File: config.mk
export PLATFORM = sky130hd
export DESIGN_NAME = binary_to_decimal_ascii_top
export DESIGN_NICKNAME = d
export VERILOG_FILES = /design/src/b2da_pkg.sv /design/src/b2da_dabble.sv /design/src/binary_to_decimal_ascii_top.sv
export SDC_FILE = /design/constraint.sdc
export NUM_CORES = 1
export LEC_CHECK = 0
export BUFFER_PORTS_ARGS = -buffer_cell sky130_fd_sc_hd__buf_2
export CORE_AREA = 2 2 136 138
export CTS_CLUSTER_SIZE = 20
export DETAILED_ROUTE_END_ITERATION = 6
export DIE_AREA = 0 0 138 140
export PLACE_DENSITY_LB_ADDON = 0.1
export SLEW_MARGIN = 20
export SYNTH_ARGS = -nofsm -noshare
export SYNTH_HDL_FRONTEND = slang
export SYNTH_SLANG_ARGS = --single-unit
File: constraint.sdc
create_clock -name clock -period 4.3 [get_ports clock]
set_input_delay 0.43 -clock clock [delete_from_list [all_inputs] [get_ports clock]]
set_output_delay 0.43 -clock clock [all_outputs]
set_load 0.03 [all_outputs]
File: src/b2da_pkg.sv
// Shared types and constants for the binary to decimal ASCII converter.
// No dependencies; imported by b2da_dabble and binary_to_decimal_ascii_top.

package b2da_pkg;

   // Width of one BCD digit.
   localparam int unsigned DIGIT_BITS = 4;

   // ASCII code of the character '0'.
   localparam logic [5:0] ASCII_ZERO = 6'd48;

   typedef enum logic [1:0] {
      ST_IDLE,
      ST_CONVERT,
      ST_EMIT
   } state_type;

   // Control from the sequencer to the conversion datapath.
   typedef struct packed {
      logic load;         // capture a new value and clear the BCD register
      logic dabble;       // one shift-add-3 step
      logic digit_shift;  // move the BCD register up by one digit
   } dbl_ctrl_type;

endpackage

File: src/b2da_dabble.sv
// Double dabble datapath: binary shift register feeding a BCD shift register.
// Depends on b2da_pkg for the control struct and digit width.

module b2da_dabble #(
   parameter int unsigned VALUE_BITS = 64,
   parameter int unsigned NUM_DIGITS = 20
) (
   input  logic                     clock,
   input  b2da_pkg::dbl_ctrl_type   ctrl,
   input  logic [VALUE_BITS-1:0]    load_value,
   output logic [3:0]               top_digit
);
   import b2da_pkg::*;

   localparam int unsigned BCD_BITS = NUM_DIGITS * DIGIT_BITS;

   logic [VALUE_BITS-1:0] bin_ff, bin_in;
   logic [BCD_BITS-1:0]   bcd_ff, bcd_in;
   logic [BCD_BITS-1:0]   bcd_adj;

   // Add-3 correction on every digit that is five or more, ahead of the shift.
   always_comb begin
      for (int i = 0; i < NUM_DIGITS; i++) begin
         if (bcd_ff[i*DIGIT_BITS +: DIGIT_BITS] >= 4'd5) begin
            bcd_adj[i*DIGIT_BITS +: DIGIT_BITS] = bcd_ff[i*DIGIT_BITS +: DIGIT_BITS] + 4'd3;
         end else begin
            bcd_adj[i*DIGIT_BITS +: DIGIT_BITS] = bcd_ff[i*DIGIT_BITS +: DIGIT_BITS];
         end
      end
   end

   always_comb begin
      bin_in = bin_ff;
      bcd_in = bcd_ff;
      if (ctrl.load) begin
         bin_in = load_value;
         bcd_in = '0;
      end else if (ctrl.dabble) begin
         bin_in = {bin_ff[VALUE_BITS-2:0], 1'b0};
         bcd_in = {bcd_adj[BCD_BITS-2:0], bin_ff[VALUE_BITS-1]};
      end else if (ctrl.digit_shift) begin
         bcd_in = {bcd_ff[BCD_BITS-DIGIT_BITS-1:0], {DIGIT_BITS{1'b0}}};
      end
   end

   always_ff @(posedge clock) begin
      bin_ff <= bin_in;
      bcd_ff <= bcd_in;
   end

   assign top_digit = bcd_ff[BCD_BITS-1 -: DIGIT_BITS];

endmodule

File: src/binary_to_decimal_ascii_top.sv
// Binary to decimal ASCII converter, one VALUE_BITS-bit value per item.
// The value is loaded at the accepting edge; VALUE_BITS shift-add-3 steps follow, then a
// readout of NUM_DIGITS digits drops leading zeros and shows each digit for one cycle. A new
// item is taken only in idle, after the bit-serial double dabble loop and the digit-serial
// readout of the last one are done, so items do not overlap. The receiver cannot stall.
// Synchronous active-high reset returns the sequencer to idle; data registers are not reset.

module binary_to_decimal_ascii_top #(
   parameter int unsigned VALUE_BITS = 64
) (
   input  logic                  clock,
   input  logic                  reset,
   input  logic                  start,
   output logic                  busy,
   input  logic [VALUE_BITS-1:0] req_value,
   output logic                  rsp_valid,
   output logic [5:0]            rsp_digit_char,
   output logic                  rsp_last_digit
);
   import b2da_pkg::*;

   // Decimal length of the largest value: floor(VALUE_BITS * log10(2)) + 1.
   localparam int unsigned NUM_DIGITS = (VALUE_BITS * 30103) / 100000 + 1;
   localparam int unsigned BIT_CNT_W  = $clog2(VALUE_BITS);
   localparam int unsigned DIG_CNT_W  = $clog2(NUM_DIGITS + 1);

   state_type              state_ff, state_in;
   logic [BIT_CNT_W-1:0]   bit_cnt_ff, bit_cnt_in;
   logic [DIG_CNT_W-1:0]   dig_cnt_ff, dig_cnt_in;
   logic                   started_ff, started_in;
   dbl_ctrl_type           ctrl;
   logic [3:0]             top_digit;
   logic                   emit;

   b2da_dabble #(
      .VALUE_BITS (VALUE_BITS),
      .NUM_DIGITS (NUM_DIGITS)
   ) u_dabble (
      .clock      (clock),
      .ctrl       (ctrl),
      .load_value (req_value),
      .top_digit  (top_digit)
   );

   // A digit is sent once a nonzero digit has appeared, or when it is the final one.
   assign emit = started_ff || (top_digit != 4'd0) || (dig_cnt_ff == DIG_CNT_W'(1));

   always_comb begin
      state_in   = state_ff;
      bit_cnt_in = bit_cnt_ff;
      dig_cnt_in = dig_cnt_ff;
      started_in = started_ff;
      ctrl       = '0;
      busy       = 1'b1;
      rsp_valid  = 1'b0;
      unique case (state_ff)
         ST_IDLE: begin
            busy = 1'b0;
            if (start) begin
               ctrl.load  = 1'b1;
               bit_cnt_in = BIT_CNT_W'(VALUE_BITS - 1);
               state_in   = ST_CONVERT;
            end
         end
         ST_CONVERT: begin
            ctrl.dabble = 1'b1;
            if (bit_cnt_ff == '0) begin
               dig_cnt_in = DIG_CNT_W'(NUM_DIGITS);
               started_in = 1'b0;
               state_in   = ST_EMIT;
            end else begin
               bit_cnt_in = bit_cnt_ff - 1'b1;
            end
         end
         ST_EMIT: begin
            ctrl.digit_shift = 1'b1;
            rsp_valid        = emit;
            started_in       = started_ff | emit;
            dig_cnt_in       = dig_cnt_ff - 1'b1;
            if (dig_cnt_ff == DIG_CNT_W'(1)) begin
               state_in = ST_IDLE;
            end
         end
         default: begin
            state_in = ST_IDLE;
         end
      endcase
   end

   assign rsp_digit_char = ASCII_ZERO + {2'b00, top_digit};
   assign rsp_last_digit = (dig_cnt_ff == DIG_CNT_W'(1));

   always_ff @(posedge clock) begin
      if (reset) begin
         state_ff   <= ST_IDLE;
         started_ff <= 1'b0;
      end else begin
         state_ff   <= state_in;
         started_ff <= started_in;
      end
   end

   always_ff @(posedge clock) begin
      bit_cnt_ff <= bit_cnt_in;
      dig_cnt_ff <= dig_cnt_in;
   end

   // Results appear only while an item is in progress.
   a_valid_busy: assert property (@(posedge clock) disable iff (reset)
      rsp_valid |-> busy)
      else $error("result strobe while idle");

   // Once the first digit is sent, the rest follow without gaps.
   a_digits_contiguous: assert property (@(posedge clock) disable iff (reset)
      rsp_valid && !rsp_last_digit |=> rsp_valid)
      else $error("gap in digit run");

   // The final digit ends the item.
   a_last_ends: assert property (@(posedge clock) disable iff (reset)
      rsp_valid && rsp_last_digit |=> !busy)
      else $error("block still busy after last digit");

   // An accepted item starts conversion: the block turns busy, with no result strobe yet.
   a_start_busy: assert property (@(posedge clock) disable iff (reset)
      start && !busy |=> busy && !rsp_valid)
      else $error("accepted item did not start conversion");

endmodule
# Yosys cells after proc, flatten, opt, wreduce, memory -nomap -nowiden
# Cells that the tools add are included.
dict set report word_totals {
  ff_bits 158
  rom_bits 0
  out_inout_bits 9
  n_memories 0
  ramBits 0
  word_cells 110
  latchBits 0
  inputBits 67
}
dict set report classes {
  addsub 23
  mul 0
  shifts 0
  reduce_logical 12
  div_mod_pow 0
  magnitude_cmp 20
  mux 41
  n_eq_ne 7
  n_bitwise 1
}
# operator n
set op_table {}
lappend op_table {{$mux W80} 2}
lappend op_table {{$mux W64} 2}
lappend op_table {{$ge A4 B3 Y1 const B} 20}
lappend op_table {{$add A4 B2 Y4 const B} 19}
lappend op_table {{$mux W4} 19}
lappend op_table {{$mux W6} 2}
lappend op_table {{$pmux W6 S2} 1}
lappend op_table {{$pmux W5 S2} 1}
lappend op_table {{$ne A2 B2 Y1 const B} 4}
lappend op_table {{$reduce_bool A2 Y1} 4}
lappend op_table {{$mux W1} 7}
lappend op_table {{$add A5 B5 Y6 const A} 1}
lappend op_table {{$logic_not A6 Y1} 1}
lappend op_table {{$mux W2} 3}
lappend op_table {{$pmux W2 S3} 1}
lappend op_table {{$reduce_and A3 Y1} 2}
lappend op_table {{$sub A6 B1 Y6 const B} 1}
lappend op_table {{$eq A5 B1 Y1 const B} 1}
lappend op_table {{$mux W5} 1}
lappend op_table {{$sub A5 B1 Y5 const B} 1}
lappend op_table {{$reduce_bool A4 Y1} 1}
lappend op_table {{$add A3 B2 Y3 const B} 1}
lappend op_table {{$mux W3} 1}
lappend op_table {{$eq A2 B1 Y1 const B} 1}
lappend op_table {{6 further kinds} 7}

# Longest topological paths before layout
dict set report depth {
  word_depth 5
  depth_mapped 8
  mapped_depth_nobuf 6
}

# Modules after synthesis
# From an unflattened synthesis, not the netlist that was laid out.
dict set report unflattened {
  hier_cells 845
  hier_area_um2 8745.9
}
# module seq_area_each_um2 area_each_um2 instances cells_each
set modules_own_cells {}
lappend modules_own_cells {b2da_dabble 3523.4 8003.9 1 774}
lappend modules_own_cells {binary_to_decimal_ascii_top 390.4 742.0 1 71}

# Least setup slack after synthesis
# Ideal clock, no wire load.
dict set report synth_timing {
  path_type {register to register}
  from {reg state_ff[1]}
  to {reg u_dabble.bin_ff[0], enable pin}
  arrival_ns 2.447
  required_ns 3.612
  setup_slack_ns 1.165
  path_stages_with_launch 7
  path_buffers 2
  period_less_slack_ns 3.135
  path_cell_list {dfxtp_1 > inv_1 > ha_1 > nand2_1 > clkbuf_1 > clkbuf_1 > nand2_1}
}
dict set report synth_between {
  elab_chain_cells 3
  word_cells_on_any_way 5
  cone_classes {1 x eq/ne; 2 x mux; 2 x reduce/logical}
}
# element line_no
set synth_lines {}
lappend synth_lines {{start, declared} binary_to_decimal_ascii_top.sv:27} ;# state_type state_ff, state_in;
lappend synth_lines {{start signal, assigned} binary_to_decimal_ascii_top.sv:98} ;# state_ff <= state_in;
lappend synth_lines {{$eq A2 B1 Y1 / $logic_not A2 Y1 (equally long branches)} binary_to_decimal_ascii_top.sv:56} ;# unique case (state_ff)
lappend synth_lines {{$mux W1} binary_to_decimal_ascii_top.sv:56}
lappend synth_lines {{$reduce_bool A2 Y1 (no line) (*)} -}
lappend synth_lines {{end signal, assigned} b2da_dabble.sv:47} ;# bin_ff <= bin_in;
lappend synth_lines {{end, declared} b2da_dabble.sv:17} ;# logic [VALUE_BITS-1:0] bin_ff, bin_in;
# Every way passes the cells marked *; elsewhere a longest branch is shown, timed or not.
# A chain may end at the register's enable or synchronous reset.

# Worst setup path after layout
dict set report layout_timing {
  from {reg state_ff[1]}
  to {reg u_dabble.bcd_ff[1]}
}
dict set report layout_between {
  elab_chain_cells 3
  word_cells_on_any_way 8
  cone_classes {2 x eq/ne; 4 x mux; 2 x reduce/logical}
}
# element line_no
set layout_lines {}
lappend layout_lines {{$eq A2 B1 Y1 / $eq A2 B2 Y1 (equally long branches)} binary_to_decimal_ascii_top.sv:56}
lappend layout_lines {{$mux W1} binary_to_decimal_ascii_top.sv:56}
lappend layout_lines {{$mux W80 / $reduce_bool A2 Y1 (equally long branches)} -}
lappend layout_lines {{end signal, assigned} b2da_dabble.sv:48} ;# bcd_ff <= bcd_in;
lappend layout_lines {{end, declared} b2da_dabble.sv:18} ;# logic [BCD_BITS-1:0] bcd_ff, bcd_in;
# Parallel ways exist; a longest one is shown, timed or not.

==> flow_summary.html <==
<table>
<tr><th>Metric</th><th>Value</th></tr>
<tr><th colspan="2">Worst setup path</th></tr>
<tr><td>Cell family with the largest share of critical-path delay</td><td>simple AND/OR/NAND/NOR gates</td></tr>
<tr><td>Buf+Inv Stages, Crit Path</td><td>2</td></tr>
<tr><td>Crit-path max cell delay</td><td>0.82 ns</td></tr>
<tr><td>Cell depth of the worst flop-to-flop path</td><td>6</td></tr>
<tr><td>Critical-path maximum fanout</td><td>62</td></tr>
<tr><td>Arr. time, crit path</td><td>3.22 ns</td></tr>
<tr><td>Endpoint kind of the worst setup timing path</td><td>flop</td></tr>
<tr><td>Cell Chain, Critical Path</td><td>inv_1, ha_2, buf_4, and2_1, nand2_1, o32ai_1</td></tr>
<tr><td>Startpoint of the lowest-slack register-to-register path</td><td>state_ff[1]$_SDFFE_PP0P_</td></tr>
<tr><td>Register-to-register setup slack</td><td>1.41 ns</td></tr>
<tr><td>Worst r2r dst</td><td>u_dabble.bcd_ff[1]$_SDFFE_PP0P_</td></tr>
<tr><td>Critical-path top delay cell</td><td>sky130_fd_sc_hd__and2_1</td></tr>
<tr><td>Critical Setup Path Class</td><td>reg -&gt; reg</td></tr>
<tr><td>Data required time of the worst path</td><td>4.64 ns</td></tr>
<tr><td>Crit path launch type</td><td>flop</td></tr>
<tr><th colspan="2">Global routing</th></tr>
<tr><td>GRT Residual Overflow</td><td>0</td></tr>
<tr><td>Initial antenna violation count</td><td>0</td></tr>
<tr><td>Wire length of the first global-routing pass</td><td>30700 um</td></tr>
<tr><td>Pin count of the biggest net entering global routing</td><td>94</td></tr>
<tr><td>Via count of the first global-routing pass</td><td>6349</td></tr>
<tr><td>Overall fraction of global-route tracks in use</td><td>18.9%</td></tr>
<tr><th colspan="2">Hold path</th></tr>
<tr><td>Hold endpoint</td><td>state_ff[1]$_SDFFE_PP0P_</td></tr>
<tr><td>Path type of the worst min-delay path</td><td>in -&gt; reg</td></tr>
<tr><td>Worst hold path depth</td><td>2</td></tr>
<tr><td>Hold Startpoint</td><td>reset</td></tr>
<tr><th colspan="2">Yosys</th></tr>
<tr><td>Fraction of the yosys area taken by sequential cells</td><td>44.5%</td></tr>
<tr><td>Synth async-reset ratio</td><td>0%</td></tr>
<tr><td>Post-synthesis cell type count</td><td>47</td></tr>
<tr><td>Synth Flop Type</td><td>sky130_fd_sc_hd__dfxtp_1</td></tr>
<tr><td>Area leader, netlist</td><td>sky130_fd_sc_hd__edfxtp_1</td></tr>
<tr><td>Top cells by area, synth</td><td>sky130_fd_sc_hd__edfxtp_1 (26%), sky130_fd_sc_hd__dfxtp_1 (19%), sky130_fd_sc_hd__nand2_1 (11%), sky130_fd_sc_hd__ha_1 (6.8%), sky130_fd_sc_hd__xnor2_1 (4.2%)</td></tr>
<tr><td>Flop and latch count out of synthesis</td><td>158</td></tr>
<tr><td>Area share of the largest cell type after synthesis</td><td>25.6%</td></tr>
<tr><td>Synthesized area divided by synthesized cell count</td><td>8.81 um2</td></tr>
<tr><td>Gate count after technology mapping</td><td>998</td></tr>
<tr><td>Total standard cell area after synthesis</td><td>8790 um2</td></tr>
<tr><td>Post-synth EDFFs</td><td>75</td></tr>
<tr><td>Number of warnings printed during yosys synthesis</td><td>0</td></tr>
<tr><th colspan="2">Detailed routing</th></tr>
<tr><td>Detail-routed via count per cell</td><td>5.33</td></tr>
<tr><td>Total iterations of the first detailed-routing run</td><td>5</td></tr>
<tr><td>Via count of the routed design</td><td>6782</td></tr>
<tr><td>Post-route antenna net violation count</td><td>0</td></tr>
<tr><td>DRC errors left</td><td>0</td></tr>
<tr><td>Wirelength, routed</td><td>18100 um</td></tr>
<tr><td>Routed length per instance</td><td>14.2 um</td></tr>
<tr><td>Number of DRC markers after the initial detailed-route iteration</td><td>505</td></tr>
<tr><th colspan="2">Power and ir drop</th></tr>
<tr><td>Internal power</td><td>4.69 mW</td></tr>
<tr><td>Max rail drop VDD</td><td>0.000578 V</td></tr>
<tr><td>Pleak</td><td>4.02 nW</td></tr>
<tr><td>Reg power frac</td><td>35.4%</td></tr>
<tr><td>Net switching fraction of the power</td><td>42.0%</td></tr>
<tr><td>Combinational cell fraction of total power</td><td>46.8%</td></tr>
<tr><td>Net switching power</td><td>3.40 mW</td></tr>
<tr><td>Total chip power</td><td>8.09 mW</td></tr>
<tr><td>Part of the power in the clock network</td><td>17.8%</td></tr>
<tr><td>Power per unit of standard cell area</td><td>825 nW/um2</td></tr>
<tr><th colspan="2">Floorplan</th></tr>
<tr><td>Cell Rows</td><td>49</td></tr>
<tr><td>Standard cell core area</td><td>17800 um2</td></tr>
<tr><td>DIE HEIGHT</td><td>140 um</td></tr>
<tr><td>IO Pins</td><td>76</td></tr>
<tr><td>Initial core utilization</td><td>49.4%</td></tr>
<tr><td>Die Area</td><td>19300 um2</td></tr>
<tr><td>Die X</td><td>138 um</td></tr>
<tr><th colspan="2">Timing</th></tr>
<tr><td>Endpoints failing hold</td><td>0</td></tr>
<tr><td>Portion of the clock cycle consumed by the worst path in the final layout</td><td>67.1%</td></tr>
<tr><td>Slew of the pin with the lowest slew margin</td><td>0.906 ns</td></tr>
<tr><td>Setup violators final</td><td>0</td></tr>
<tr><td>Achievable frequency</td><td>347 MHz</td></tr>
<tr><td>Max transition margin</td><td>39.2%</td></tr>
<tr><td>Setup TNS Final</td><td>0 ns</td></tr>
<tr><td>Clock Skews</td><td>0.0106 ns</td></tr>
<tr><td>Minimum period implied by the final worst setup slack</td><td>2.89 ns</td></tr>
<tr><td>Setup repair after global routing missed its margin</td><td>no</td></tr>
<tr><td>Pins over their slew limit</td><td>0</td></tr>
<tr><th colspan="2">Clock tree</th></tr>
<tr><td>Clock sink total</td><td>158</td></tr>
<tr><td>TritonCTS clock tree</td><td>yes</td></tr>
<tr><td>Max Buffers Root-to-Sink</td><td>2</td></tr>
<tr><td>Count of hold-fix buffers inserted at cts</td><td>0</td></tr>
<tr><td>Resized cells post-CTS</td><td>0</td></tr>
<tr><td>Cts bufs inserted</td><td>17</td></tr>
<tr><td>Clock edge transition at the registers on the reported setup and hold paths</td><td>0.06 ns</td></tr>
<tr><td>Setup bufs post-CTS</td><td>0</td></tr>
<tr><td>Clock Tree Root</td><td>sky130_fd_sc_hd__clkbuf_16</td></tr>
<tr><td>Clock insertion delay at the later pin of the skew report</td><td>0.43 ns</td></tr>
<tr><td>Maximum level of the CTS H-tree</td><td>4</td></tr>
<tr><th colspan="2">Run status</th></tr>
<tr><td>Result of the run</td><td>finished, final reports clean</td></tr>
<tr><th colspan="2">Layout</th></tr>
<tr><td>Antenna cells</td><td>0</td></tr>
<tr><td>Fraction of layout instances using a drive strength above 1</td><td>13.4%</td></tr>
<tr><td>Final-stage net count</td><td>1147</td></tr>
<tr><td>Layout overhead on the synthesized area</td><td>11.6%</td></tr>
<tr><th colspan="2">Placement</th></tr>
<tr><td>Routability Congestion</td><td>0.756</td></tr>
<tr><td>Count of input and output buffers</td><td>73</td></tr>
<tr><td>Dpl hpwl</td><td>11100 um</td></tr>
<tr><th colspan="2">Flow run</th></tr>
<tr><td>Total of max-cap violations</td><td>0</td></tr>
</table>
metrics by stage:
step / instance area [um2] / cells / setup WS [ns] / util (%) / hold slack (ns)
3_5_place_dp: 9230 / 1241 / 1.41 / 51.9 / 0.479
5_1_grt: 9810 / 1273 / 1.18 / 55.2 / 0.203
2_1_floorplan: 8790 / 999 / 1.16 / - / 0.452
6_report: 9810 / 1273 / 1.41 / 55.2 / 0.211
3_3_place_gp: 9230 / 1241 / 1.45 / 51.9 / 0.476
4_1_cts: 9780 / 1272 / 1.40 / 55.0 / 0.200
worst reg2reg max path: stages (launching register included):
cell and delay (ns):
sky130_fd_sc_hd__dfxtp_1 0.33, sky130_fd_sc_hd__inv_1 0.14, sky130_fd_sc_hd__ha_2 0.54, sky130_fd_sc_hd__buf_4 0.62
sky130_fd_sc_hd__and2_1 0.86, sky130_fd_sc_hd__nand2_1 0.17, sky130_fd_sc_hd__o32ai_1 0.15
cells by family after synthesis:
group	count (synthesis)	share of synthesized area (%)
AO/OA/AOI/OAI	229	17.9
other	1	0.0427
flip-flops	158	44.5
multiplexers	20	2.56
buffers and inverters	133	6.15
XOR/XNOR	44	4.38
adder cells (fa/ha/maj)	48	6.83
AND/OR/NAND/NOR	365	17.6
Yosys cell counts, types with 7 or more instances:
cell type,number
sky130_fd_sc_hd__o21ai_0,46
sky130_fd_sc_hd__nand3_1,20
sky130_fd_sc_hd__a22oi_1,19
sky130_fd_sc_hd__xnor2_1,42
sky130_fd_sc_hd__nand2_1,257
sky130_fd_sc_hd__o311ai_1,19
sky130_fd_sc_hd__a31oi_1,19
sky130_fd_sc_hd__o31ai_1,20
sky130_fd_sc_hd__clkbuf_1,39
sky130_fd_sc_hd__ha_1,48
sky130_fd_sc_hd__mux2_2,20
sky130_fd_sc_hd__o221ai_1,11
sky130_fd_sc_hd__buf_1,7
sky130_fd_sc_hd__o21ai_1,14
sky130_fd_sc_hd__buf_2,12
sky130_fd_sc_hd__a311o_1,8
sky130_fd_sc_hd__o211a_1,19
sky130_fd_sc_hd__buf_4,7
sky130_fd_sc_hd__edfxtp_1,75
sky130_fd_sc_hd__a21oi_1,42
sky130_fd_sc_hd__inv_1,67
sky130_fd_sc_hd__nor2_1,32
sky130_fd_sc_hd__nand2b_1,40
sky130_fd_sc_hd__dfxtp_1,83
power by group through the flow:
| stage | clock, mW | sequential, mW | combinational [mW] |
|---|---|---|---|
| after floorplan | 0 | 2.78 | 3.10 |
| after global placement | 0 | 2.87 | 3.74 |
| after detailed placement | 0 | 2.88 | 3.77 |
| after CTS | 1.48 | 2.86 | 3.80 |
| after global routing | 1.55 | 2.94 | 4.34 |
| final | 1.44 | 2.86 | 3.78 |
layout by cell type, fill, tap and decap left out, drive strengths merged, types with 2 or more instances in the layout:
cell type	netlist	routed
nand2b	40	40
ha	48	48
nand2	257	257
buf	26	79
nor2	32	32
xor2	2	2
and3	3	3
a31oi	19	19
clkinv	0	4
xnor2	42	42
a311o	8	8
and2	3	3
nand3	20	20
o311ai	19	19
nor2b	3	3
clkbuf	39	17
mux2	20	20
dfxtp	83	83
a211oi	2	2
o21ai	60	60
nor3	3	3
a22oi	19	19
clkinvlp	0	2
o221ai	11	11
o211a	19	19
conb	1	2
inv	68	75
edfxtp	75	75
a21oi	44	44
o31ai	21	21
routing by layer:
layer,vias up,wire (um),global-route usage (%)
met3,13,513,3.62
met1,3179,9190,26.6
met5,-,0,0
met4,0,157,5.64
met2,81,8230,29.9
li1,3509,-,-
area by class of cell:
| type | instances | area, um2 |
|---|---|---|
| clock inverter | 14 | 129 |
| sequential | 158 | 3910 |
| multi-input combinational | 708 | 4370 |
| clock buffer | 17 | 425 |
| timing repair buffer | 79 | 430 |
| inverter | 68 | 255 |
| fill | 1664 | 7970 |
| tap | 229 | 287 |
worst max path at each step:
stage | from | to | cells past startpoint
global placement | state_ff[1]$_SDFFE_PP0P_ | u_dabble.bcd_ff[1]$_SDFFE_PP0P_ | 6
global route | state_ff[1]$_SDFFE_PP0P_ | bit_cnt_ff[1]$_SDFFCE_PN1P_ | 5
finish | state_ff[1]$_SDFFE_PP0P_ | u_dabble.bcd_ff[1]$_SDFFE_PP0P_ | 6
CTS | state_ff[1]$_SDFFE_PP0P_ | u_dabble.bcd_ff[1]$_SDFFE_PP0P_ | 6
detailed placement | state_ff[1]$_SDFFE_PP0P_ | u_dabble.bcd_ff[1]$_SDFFE_PP0P_ | 6
floorplan | state_ff[1]$_SDFFE_PP0P_ | u_dabble.bin_ff[0]$_SDFFCE_PN0P_ | 6
registers in the layout, indices dropped and copies added, names as in the netlist:
signal and count:
bit_cnt_ff 6, dig_cnt_ff 5, state_ff 2, started_ff 1
u_dabble.bin_ff 64, u_dabble.bcd_ff 80
Power figures use the tool's default switching activity.
